File: config.mk
export PLATFORM = sky130hd
export DESIGN_NAME = leb128_stream_decoder_unit
export DESIGN_NICKNAME = d
export VERILOG_FILES = /design/src/lebd_pkg.sv /design/src/lebd_step.sv /design/src/leb128_stream_decoder_unit.sv
export SDC_FILE = /design/constraint.sdc
export NUM_CORES = 1
export LEC_CHECK = 0
export BUFFER_PORTS_ARGS = -buffer_cell sky130_fd_sc_hd__buf_4
export CORE_MARGIN = 1
export CORE_UTILIZATION = 40
export CTS_CLUSTER_DIAMETER = 40
export DETAILED_ROUTE_END_ITERATION = 8
export SYNTH_ARGS = -nofsm -noshare
export SYNTH_HDL_FRONTEND = slang
export SYNTH_HIERARCHICAL = 1
export SYNTH_SLANG_ARGS = --single-unit
export TNS_END_PERCENT = 1
File: constraint.sdc
create_clock -name i_clk -period 3.77 [get_ports i_clk]
set_clock_uncertainty 0.05 [all_clocks]
set_input_delay 0.5655 -clock i_clk [delete_from_list [all_inputs] [get_ports i_clk]]
set_output_delay 0.5655 -clock i_clk [all_outputs]
set_load 0.05 [all_outputs]
File: src/lebd_pkg.sv
// Package for the LEB128 stream decoder: payload structs, status codes,
// decoder state type and shared constants. No dependencies.
`timescale 1ns / 1ps
`default_nettype none

package lebd_pkg;

    localparam int unsigned DATA_W   = 32;
    localparam int unsigned BYTE_W   = 8;
    localparam int unsigned COUNT_W  = 3;
    localparam int unsigned GROUP_W  = 7;

    localparam logic [BYTE_W-1:0]  FIFTH_MAX   = 8'h0f;
    localparam logic [COUNT_W-1:0] LAST_GROUPS = 3'd4;
    localparam logic [COUNT_W-1:0] MAX_BYTES   = 3'd5;

    typedef enum logic [1:0] {
        STATUS_OK        = 2'd0,
        STATUS_TRUNCATED = 2'd1,
        STATUS_FIFTH_BIG = 2'd2,
        STATUS_OVERFLOW  = 2'd3
    } t_lebd_status;

    typedef struct packed {
        logic [BYTE_W-1:0] data_byte;
        logic              func;
        logic              end_of_data;
    } t_lebd_in;

    typedef struct packed {
        logic [DATA_W-1:0]  value;
        t_lebd_status       status;
        logic [COUNT_W-1:0] byte_count;
    } t_lebd_out;

    typedef struct packed {
        logic [DATA_W-1:0]  accumulator;
        logic [COUNT_W-1:0] bytes_seen;
        logic               signed_latched;
    } t_lebd_state;

endpackage

`default_nettype wire

File: src/lebd_step.sv
// Combinational decode step: merges one stream byte into the decoder
// state and forms the result when a value ends. Depends on lebd_pkg.
`timescale 1ns / 1ps
`default_nettype none

module lebd_step (
    input  lebd_pkg::t_lebd_state i_state,
    input  lebd_pkg::t_lebd_in    i_in,
    output lebd_pkg::t_lebd_state o_next,
    output lebd_pkg::t_lebd_out   o_result,
    output logic                  o_res_valid
);
    import lebd_pkg::*;

    logic [COUNT_W-1:0] n;
    logic               sgn;
    logic [DATA_W-1:0]  acc_new;
    logic [DATA_W-1:0]  group;
    logic [DATA_W-1:0]  val;
    t_lebd_status       status;
    logic [COUNT_W-1:0] count;
    logic               done;

    assign n     = i_state.bytes_seen;
    assign sgn   = (n == '0) ? i_in.func : i_state.signed_latched;
    assign group = {{(DATA_W-GROUP_W){1'b0}}, i_in.data_byte[GROUP_W-1:0]};

    always_comb begin
        acc_new = i_state.accumulator;
        val     = '0;
        status  = STATUS_OK;
        count   = MAX_BYTES;
        done    = 1'b1;
        if (n < LAST_GROUPS) begin
            case (n)
                3'd0:    acc_new = i_state.accumulator | group;
                3'd1:    acc_new = i_state.accumulator | (group << 7);
                3'd2:    acc_new = i_state.accumulator | (group << 14);
                default: acc_new = i_state.accumulator | (group << 21);
            endcase
            count = n + 3'd1;
            if (i_in.data_byte[BYTE_W-1]) begin
                if (!i_in.end_of_data) begin
                    done = 1'b0;
                end else begin
                    status = STATUS_TRUNCATED;
                end
            end else if (sgn) begin
                // Sign-extend from the top bit of the last 7-bit group.
                case (n)
                    3'd0:    val = {{25{acc_new[6]}}, acc_new[6:0]};
                    3'd1:    val = {{18{acc_new[13]}}, acc_new[13:0]};
                    3'd2:    val = {{11{acc_new[20]}}, acc_new[20:0]};
                    default: val = {{4{acc_new[27]}}, acc_new[27:0]};
                endcase
            end else begin
                val = acc_new;
            end
        end else begin
            acc_new = i_state.accumulator | {i_in.data_byte[3:0], 28'd0};
            if (i_in.data_byte > FIFTH_MAX) begin
                status = STATUS_FIFTH_BIG;
            end else if (!sgn && acc_new[DATA_W-1]) begin
                status = STATUS_OVERFLOW;
            end else begin
                val = acc_new;
            end
        end
    end

    always_comb begin
        o_next.signed_latched = sgn;
        if (done) begin
            o_next.accumulator = '0;
            o_next.bytes_seen  = '0;
        end else begin
            o_next.accumulator = acc_new;
            o_next.bytes_seen  = n + 3'd1;
        end
        o_result.value      = (status == STATUS_OK) ? val : '0;
        o_result.status     = status;
        o_result.byte_count = count;
        o_res_valid         = done;
    end

endmodule

`default_nettype wire

File: src/leb128_stream_decoder_unit.sv
// Top level of the LEB128 stream decoder: input register, decode step and
// result register with valid/ready channels. Depends on lebd_pkg, lebd_step.
`timescale 1ns / 1ps
`default_nettype none

// Decodes 32-bit LEB128 values from a byte stream, one byte per
// transaction. The first byte of a value selects unsigned or signed
// decoding. One result transaction is produced when a value ends or an
// error is found; bytes in mid-value produce none. The block takes one
// byte every clock cycle as long as the result side keeps up; a byte
// passes through the input register and then the result register before
// its result appears. A pending result that is not taken holds the next
// result-producing byte in the input register, and new bytes wait behind
// it; bytes in mid-value still pass while a result waits.
module leb128_stream_decoder_unit (
    input  logic               i_clk,
    input  logic               i_rst_n,
    input  logic               i_in_valid,
    output logic               o_in_ready,
    input  lebd_pkg::t_lebd_in  i_in_data,
    output logic               o_out_valid,
    input  logic               i_out_ready,
    output lebd_pkg::t_lebd_out o_out_data
);
    import lebd_pkg::*;

    logic        r_in_valid;
    t_lebd_in    r_in_data;
    t_lebd_state r_state;
    logic        r_out_valid;
    t_lebd_out   r_out_data;

    t_lebd_state n_state;
    t_lebd_out   n_out_data;
    logic        step_res_valid;
    logic        out_free;
    logic        advance;

    lebd_step u_step (
        .i_state     (r_state),
        .i_in        (r_in_data),
        .o_next      (n_state),
        .o_result    (n_out_data),
        .o_res_valid (step_res_valid)
    );

    assign out_free   = !r_out_valid || i_out_ready;
    assign advance    = r_in_valid && (!step_res_valid || out_free);
    assign o_in_ready = !r_in_valid || advance;

    always_ff @(posedge i_clk) begin
        if (!i_rst_n) begin
            r_in_valid  <= 1'b0;
            r_state     <= '0;
            r_out_valid <= 1'b0;
        end else begin
            if (o_in_ready) begin
                r_in_valid <= i_in_valid;
            end
            if (advance) begin
                r_state <= n_state;
            end
            if (out_free) begin
                r_out_valid <= advance && step_res_valid;
            end
        end
    end

    always_ff @(posedge i_clk) begin
        if (i_in_valid && o_in_ready) begin
            r_in_data <= i_in_data;
        end
        if (out_free && advance && step_res_valid) begin
            r_out_data <= n_out_data;
        end
    end

    assign o_out_valid = r_out_valid;
    assign o_out_data  = r_out_data;

endmodule

`default_nettype wire

==> flow_summary.toml, run 1 <==
[floorplan]
fp.dieH_um = 106
fp.dieW_um = 106
dieArea_mm2 = 0.0113
fp-row-count = 37
core_mm2 = 0.0104
io_pins = 53
start_util_pct = 41.8

[synth]
synth-compound-area-share_pct = 17.2
syn_avg_cell_area_um2 = 9.61
syn_nets = 472
synth_area_mm2 = 0.00435
synth_xor_area_share_pct = 0
yosys.area_share.adder_pct = 1.44
yosys.cell_types.count = 60
synth_edf_count = 47
async_reset_ff_share_pct = 0
synth_top_family_by_area = "simple AND/OR/NAND/NOR gates"
synthCells = 453
synthFlopType = "edfxtp_1"
ys_warn_count = 6
synthSimpleGateAreaFrac_pct = 17.5
synth_seq_cells = 85
synth.area.mux_share_pct = 8.28
yosysSeqAreaShare_pct = 49.9

[power]
p_leak_nw = 1.78
power_mw = 1.92
powerDensity_mw_per_mm2 = 390
ir_worst_vdd_uv = 184

[worst_setup_path]
cp_max_fo = 14
crit_buf_inv = 1
cp_cell_sequence = "nor2_1, nand2_1, and2_1, nand2_1, buf_4"
crit_family = "simple AND/OR/NAND/NOR gates"
endpoint_kind = "output pin"
r2r-start = "r_state[1]"
crit_top_cell = "nand2_1"
crit_start = "r_in_data[0]"
cp_slowest_stage_delay_ps = 420
crit_required_ps = 3150
cp.arrival_ps = 2170
crit_path_top_delay_cell = "nand2_1"
worstSetupPathType = "flip-flop to output pin"
startpoint_type = "flip-flop"

[global_routing]
grt_max_degree = 75
grt-ovfl-total = 0
grt_use_total_pct = 19.2
first_global_vias = 3234
grt_antenna_before_repair = 0
grt_pass1_wl_um = 16600

[cts]
post_cts.repair.setup_buffers = 0
cts_resized = 0
clockBufferDepth = 2
cts_sinks = 85
cts_tree = "done"
cts_root_buf = "clkbuf_8"
ctsHoldBuffers = 0
clkTransAtPathRegs_ps = 80
h-tree-depth = 3
cts_buffers = 9
clock_latency_ps = 360

[sta]
final-hold-violation-count = 0
rsz0062_at_grt = "false"
fin_tns_setup_ps = 0
fmax_mhz = 359
finalSetupViolCount = 0
holdWs_ps = 324
maxSlewViolCount = 0
period_needed_ps = 2790
period_share_pct = 73.9
slew_headroom_pct = 34.1
tightest_slew_ps = 985

[route]
finalWirelength_um = 10400
drc = 0
ant_nets = 0
dr.first_iter.drc_count = 306
wl_per_cell_um = 16.6
drt-vias-per-instance = 5.51
dr.pass1.iters = 5
route.vias.total = 3458

[placed_design]
post-dp-hpwl_um = 6810
place.gp.congestion = 0.870
port_buffers = 52

[final_layout]
num-fill-cells = 992
layout-drive-gt1-share_pct = 18.5
fin_nets = 506
area_growth_pct = 13.5
diodes = 0

[worst_hold_path]
hp-class = "primary input to flip-flop"
hp-start = "i_in_data[5]"

[status]
status = "completed"

[job]
maxCapViolations = 0
## sequential cells by signal (all words and copies together) (netlist names)
name	cells
r_in_valid	1
r_in_data	10
o_out_data	37
o_out_valid	1
r_state	36
## area by class of cell
| cell class | count | area (um2) | share of cell area (%) |
|---|---|---|---|
| sequential | 85 | 2170 | 44.0 |
| clock inverter | 4 | 47.5 | 0.963 |
| multi-input combinational | 324 | 1940 | 39.3 |
| inverter | 11 | 41.3 | 0.836 |
| timing repair buffer | 56 | 420 | 8.51 |
| clock buffer | 12 | 145 | 2.94 |
| tap | 136 | 170 | 3.45 |
## cells by family (layout without fill, tap and decap cells)
family,Yosys count,in the layout
AO/OA/AOI/OAI,107,107
adder cells (fa/ha/maj),5,5
AND/OR/NAND/NOR,176,176
buffers and inverters,44,83
multiplexers,36,36
flip-flops,85,85
## layer usage
layer / wire (um) / share of wire (%) / GRT usage, % / up-vias
li1: - / - / - / 1670
met1: 4980 / 48 / 26.8 / 1671
met2: 4710 / 45 / 29.6 / 101
met3: 516 / 5.0 / 3.13 / 16
met4: 203 / 1.9 / 7.74 / 0
met5: 0 / 0 / 0 / -
## cells in the mapped netlist, types with 5 or more instances
cell | instances | area, um2
a21oi_1 | 48 | 240
a221oi_1 | 8 | 70.1
and3_1 | 6 | 37.5
buf_2 | 10 | 50.1
clkbuf_1 | 13 | 48.8
dfxtp_1 | 38 | 761
edfxtp_1 | 47 | 1410
ha_1 | 5 | 62.6
inv_1 | 9 | 33.8
mux2i_1 | 36 | 360
nand2_1 | 80 | 300
nand3_1 | 5 | 25.0
nor2_1 | 55 | 206
nor2b_1 | 5 | 31.3
nor3_1 | 9 | 45.0
o21ai_1 | 8 | 40.0
o21bai_1 | 5 | 37.5
## path summary, 6_finish.rpt
kind | end | slack (ps) | cells after the start
worst max-delay path | o_in_ready | 980 | 5
worst min-delay path | r_in_data[5] | 320 | 1
worst max register to register | o_out_data[35] | 1050 | 6
worst min register to register | r_state[7] | 410 | 2
## placed cells by master, fill, tap and decap left out, types with 3 or more instances in the layout
cell type  instances
o2bb2ai_1          4
nand2_1           80
a221oi_1           8
ha_1               5
o21ai_1            8
nor3_1             9
o21bai_1           5
nand3_1            5
a21oi_1           48
nor2b_1            5
mux2i_1           36
inv_1              9
and3_1             6
a31oi_1            3
dfxtp_1           38
clkbuf_8          10
o21a_1             3
edfxtp_1          47
nor2_1            55
buf_4             56
## stage by stage
step	utilization, %	setup slack [ps]	cell area, um2	cells
after floorplan	-	715	4350	453
after global placement	45.6	1150	4750	612
after detailed placement	45.6	1100	4750	612
after CTS	47.4	989	4940	628
after global routing	47.4	842	4940	628
final	47.4	984	4940	628
## power breakdown
group          switching (mW)  internal [mW]  total (mW)  leakage (nW)
logic                   0.169         0.0806       0.249         0.923
registers              0.0268           1.01        1.03         0.757
clock network           0.319          0.323       0.641        0.0964
No activity file was read; power rests on OpenSTA's default activity.
==> run 2: changes to the inputs <==
==> constraint.sdc (replaced) <==
create_clock -name i_clk -period 2.5 [get_ports i_clk]
set_clock_uncertainty 0.05 [all_clocks]
set_input_delay 0.375 -clock i_clk [delete_from_list [all_inputs] [get_ports i_clk]]
set_output_delay 0.375 -clock i_clk [all_outputs]
set_load 0.05 [all_outputs]
==> flow_summary.toml, run 2 (synthesis gave the netlist of run 1 again) <==
[route]
drt-vias-per-instance = 5.37
wl_per_cell_um = 16.4
dr.first_iter.drc_count = 260
ant_nets = 0
route.vias.total = 3471
finalWirelength_um = 10600
dr.pass1.iters = 5
drc = 0

[power]
seq_power_share_pct = 52.6
ir_worst_vdd_uv = 323
powerDensity_mw_per_mm2 = 577
p_sw_share_pct = 27.0
power_mw = 2.94
p_leak_nw = 1.87
clockPowerShare_pct = 33.6
p_comb_share_pct = 13.8
p_int_mw = 2.14
p_switching_mw = 0.793

[floorplan]
start_util_pct = 41.8
fp.dieH_um = 106
fp.dieW_um = 106
fp-row-count = 37
core_mm2 = 0.0104
io_pins = 53
dieArea_mm2 = 0.0113

[worst_setup_path]
cp_slowest_stage_delay_ps = 520
cp_cell_sequence = "inv_1, ha_1, o21ai_1, a21oi_2, o41ai_4, o21ai_1, a221o_1"
crit_path_top_delay_cell = "o41ai_4"
endpoint_kind = "flip-flop"
cp.arrival_ps = 2410
crit_top_cell = "o21ai_1"
startpoint_type = "flip-flop"
cp_max_fo = 9
crit_buf_inv = 1
crit_required_ps = 2560
worstSetupPathType = "flip-flop to flip-flop"
crit_family = "compound AO/OA/AOI/OAI gates"

[sta]
finalSetupViolCount = 0
maxSlewViolCount = 0
tightest_slew_ps = 714
period_needed_ps = 2350
fmax_mhz = 426
period_share_pct = 94.0
rsz0062_at_grt = "false"
slew_headroom_pct = 52.4
fin_tns_setup_ps = 0
final-hold-violation-count = 0

[final_layout]
fin_nets = 524
mostFrequentLayoutCells = "80 x nand2_1, 74 x buf_4, 55 x nor2_1"
register_area_mm2 = 0.00217
layout-drive-gt1-share_pct = 21.6
multi_input_area_mm2 = 0.00194
num-fill-cells = 1002
largest_reg_flops = 37
diodes = 0
utilization_pct = 48.8
final_common_cell = "nand2_1"
area_growth_pct = 16.8

[cts]
clkTransAtPathRegs_ps = 90
clockBufferDepth = 2
cts_tree = "done"
h-tree-depth = 3
cts_sinks = 85
cts_buffers = 9
cts_root_buf = "clkbuf_8"
cts_resized = 0
clock_latency_ps = 360

[worst_hold_path]
hp-class = "primary input to flip-flop"

[global_routing]
grt_max_degree = 75
grt-ovfl-total = 0
grt_antenna_before_repair = 0
grt_use_total_pct = 19.4
grt_pass1_wl_um = 16800
first_global_vias = 3314

[placed_design]
post-dp-hpwl_um = 7310
port_buffers = 52
place.gp.congestion = 0.890

[job]
maxCapViolations = 0

[status]
status = "completed"
-- run 2: cell types whose count changed in the layout (fill, tap and decap cells not counted), sizes merged --
cell | before | now
clkinv | 2 | 3
buf | 56 | 74
clkbuf | 12 | 11
-- run 2: final timing paths --
check                                  start              to  slack [ps]  cells past startpoint
worst max-delay path              r_state[2]  o_out_data[35]         150                      7
worst min-delay path            i_in_data[3]    r_in_data[3]         130                      1
worst max register to register    r_state[2]  o_out_data[35]         150                      7
worst min register to register    r_state[9]      r_state[9]         410                      2
-- run 2: per-stage QoR --
stage                     setup slack [ps]  cell area [um2]  std cells  hold WS [ps]
after CTS                              121             5080        646           110
after global placement                 259             4880        630           392
after global routing                  36.4             5080        646           121
after detailed placement               151             4880        630           400
after floorplan                      -44.9             4360        453           384
final                                  150             5080        646           129
-- run 2: power by group through the flow --
stage | combinational (mW) | clock (mW) | sequential (mW)
6_report | 0.406 | 0.985 | 1.54
5_1_grt | 0.434 | 1.06 | 1.55
4_1_cts | 0.408 | 1.02 | 1.54
3_5_place_dp | 0.407 | 0 | 1.58
3_3_place_gp | 0.400 | 0 | 1.58
2_1_floorplan | 0.212 | 0 | 1.65
-- run 2: repair_timing --
item / CTS / global route
buffers inserted: 0 / 0
setup endpoints to repair: 0 / 1
hold buffers: 0 / 0
-- run 2: routing by layer --
metal	up-vias	wire [um]	global-route usage, %
met1	1613	4850	26.0
met3	23	578	2.64
met4	0	278	9.72
li1	1701	-	-
met2	134	4870	30.6
met5	-	0	0
-- run 2: layout make-up --
| cell class | instances | share of cell area [%] |
|---|---|---|
| Tap cell | 136 | 3.35 |
| Inverter | 11 | 0.812 |
| Clock inverter | 5 | 1.18 |
| Multi-Input combinational cell | 324 | 38.2 |
| Timing Repair Buffer | 74 | 10.9 |
| Sequential cell | 85 | 42.7 |
| Clock buffer | 11 | 2.78 |
==> run 3: changes to the inputs <==
--- a/config.mk
+++ b/config.mk
@@ -10,6 +10,7 @@
 export CORE_UTILIZATION = 40
 export CTS_CLUSTER_DIAMETER = 40
 export DETAILED_ROUTE_END_ITERATION = 8
+export SLEW_MARGIN = 15
 export SYNTH_ARGS = -nofsm -noshare
 export SYNTH_HDL_FRONTEND = slang
 export SYNTH_HIERARCHICAL = 1
==> constraint.sdc (replaced) <==
create_clock -name i_clk -period 2.9 [get_ports i_clk]
set_clock_uncertainty 0.05 [all_clocks]
set_input_delay 0.435 -clock i_clk [delete_from_list [all_inputs] [get_ports i_clk]]
set_output_delay 0.435 -clock i_clk [all_outputs]
set_load 0.05 [all_outputs]
==> flow_summary.toml, run 3 (synthesis gave the netlist of run 1 again) <==
[sta]
tightest_slew_ps = 722
final-hold-violation-count = 0
rsz0062_at_grt = "false"
fmax_mhz = 378
maxSlewViolCount = 0
finalSetupViolCount = 0
period_share_pct = 91.1
period_needed_ps = 2640
fin_tns_setup_ps = 0
slew_headroom_pct = 51.9

[cts]
cts_buffers = 9
cts_root_buf = "clkbuf_8"
clockBufferDepth = 2
clkTransAtPathRegs_ps = 90
clock_latency_ps = 350
cts_sinks = 85
post_cts.repair.setup_buffers = 0
h-tree-depth = 3
cts_resized = 0
ctsHoldBuffers = 0
cts_tree = "done"

[placed_design]
post-dp-hpwl_um = 6960
place_inst = 617
port_buffers = 52
place.gp.congestion = 0.896

[power]
powerDensity_mw_per_mm2 = 518
p_leak_nw = 1.81
power_mw = 2.59
ir_worst_vdd_uv = 201

[floorplan]
io_pins = 53
start_util_pct = 41.8
fp-row-count = 37
core_mm2 = 0.0104
fp.dieW_um = 106
fp.dieH_um = 106
dieArea_mm2 = 0.0113

[global_routing]
grt_max_degree = 75
grt_pass1_wl_um = 16700
grt_antenna_before_repair = 0
grt_use_total_pct = 19.3
grt-ovfl-total = 0
first_global_vias = 3203

[worst_setup_path]
cp_slowest_stage_delay_ps = 450
crit_family = "compound AO/OA/AOI/OAI gates"
crit_required_ps = 2950
crit_buf_inv = 0
cp.arrival_ps = 2690
endpoint_kind = "flip-flop"
cp_cell_sequence = "ha_1, or2_1, a21boi_4, o41ai_4, o21ai_1, a221o_1"
worstSetupPathType = "flip-flop to flip-flop"
startpoint_type = "flip-flop"
cp_max_fo = 13
crit_path_top_delay_cell = "o41ai_4"

[route]
dr.pass1.iters = 5
dr.first_iter.drc_count = 269
ant_nets = 0
wl_per_cell_um = 16.6
route.vias.total = 3468
drt-vias-per-instance = 5.48
drc = 0
finalWirelength_um = 10500

[job]
maxCapViolations = 0

[final_layout]
num-fill-cells = 976
multi_input_area_mm2 = 0.00194
mostFrequentLayoutCells = "80 x nand2_1, 61 x buf_4, 55 x nor2_1"
register_area_mm2 = 0.00217
largest_reg_flops = 37
final_common_cell = "nand2_1"
fin_nets = 511
layout-drive-gt1-share_pct = 19.3
diodes = 0
area_growth_pct = 14.9
final_cells = 633

[status]
status = "completed"

[worst_hold_path]
hp-class = "primary input to flip-flop"
## run 3: cell types whose count changed in the layout (fill, tap and decap cells not counted)
cell / before / now
buf_4: 74 / 61
and2_4: 1 / 0
bufinv_16: 1 / 2
clkbuf_1: 1 / 2
clkinv_4: 2 / 0
and2_2: 0 / 1
## run 3: final cells by class
class / instances / share of cell area (%)
clock inverter: 4 / 1.45
multi-input combinational: 324 / 38.8
clock buffer: 12 / 2.90
timing repair buffer: 61 / 9.16
sequential: 85 / 43.4
inverter: 11 / 0.826
tap: 136 / 3.40
## run 3: routing by layer
metal	part of all wire (%)	global-route usage, %
met3	6.2	3.56
met4	1.5	6.05
met2	45	29.9
met1	47	27.3
met5	0	0
## run 3: power breakdown
group	internal [mW]	switching (mW)	leakage (nW)
Clock	0.508	0.409	0.107
Combinational	0.108	0.220	0.949
Sequential	1.31	0.0355	0.757
Total	1.93	0.664	1.81
## run 3: stage by stage
step / area, um2 / setup slack (ps) / hold WS, ps / utilization, %
2_1_floorplan: 4350 / 234 / 384 / -
3_3_place_gp: 4780 / 410 / 394 / 45.9
3_5_place_dp: 4780 / 305 / 403 / 45.9
4_1_cts: 5000 / 303 / 190 / 48.0
5_1_grt: 5000 / 73.7 / 174 / 48.0
6_report: 5000 / 258 / 202 / 48.0
## run 3: final timing paths
| kind | start | end | slack, ps | cells past startpoint |
|---|---|---|---|---|
| setup / recovery | r_state[1] | o_out_data[35] | 260 | 6 |
| hold / removal | i_in_data[0] | r_in_data[0] | 200 | 1 |
| setup reg to reg | r_state[1] | o_out_data[35] | 260 | 6 |
| hold reg to reg | r_state[9] | r_state[9] | 420 | 2 |
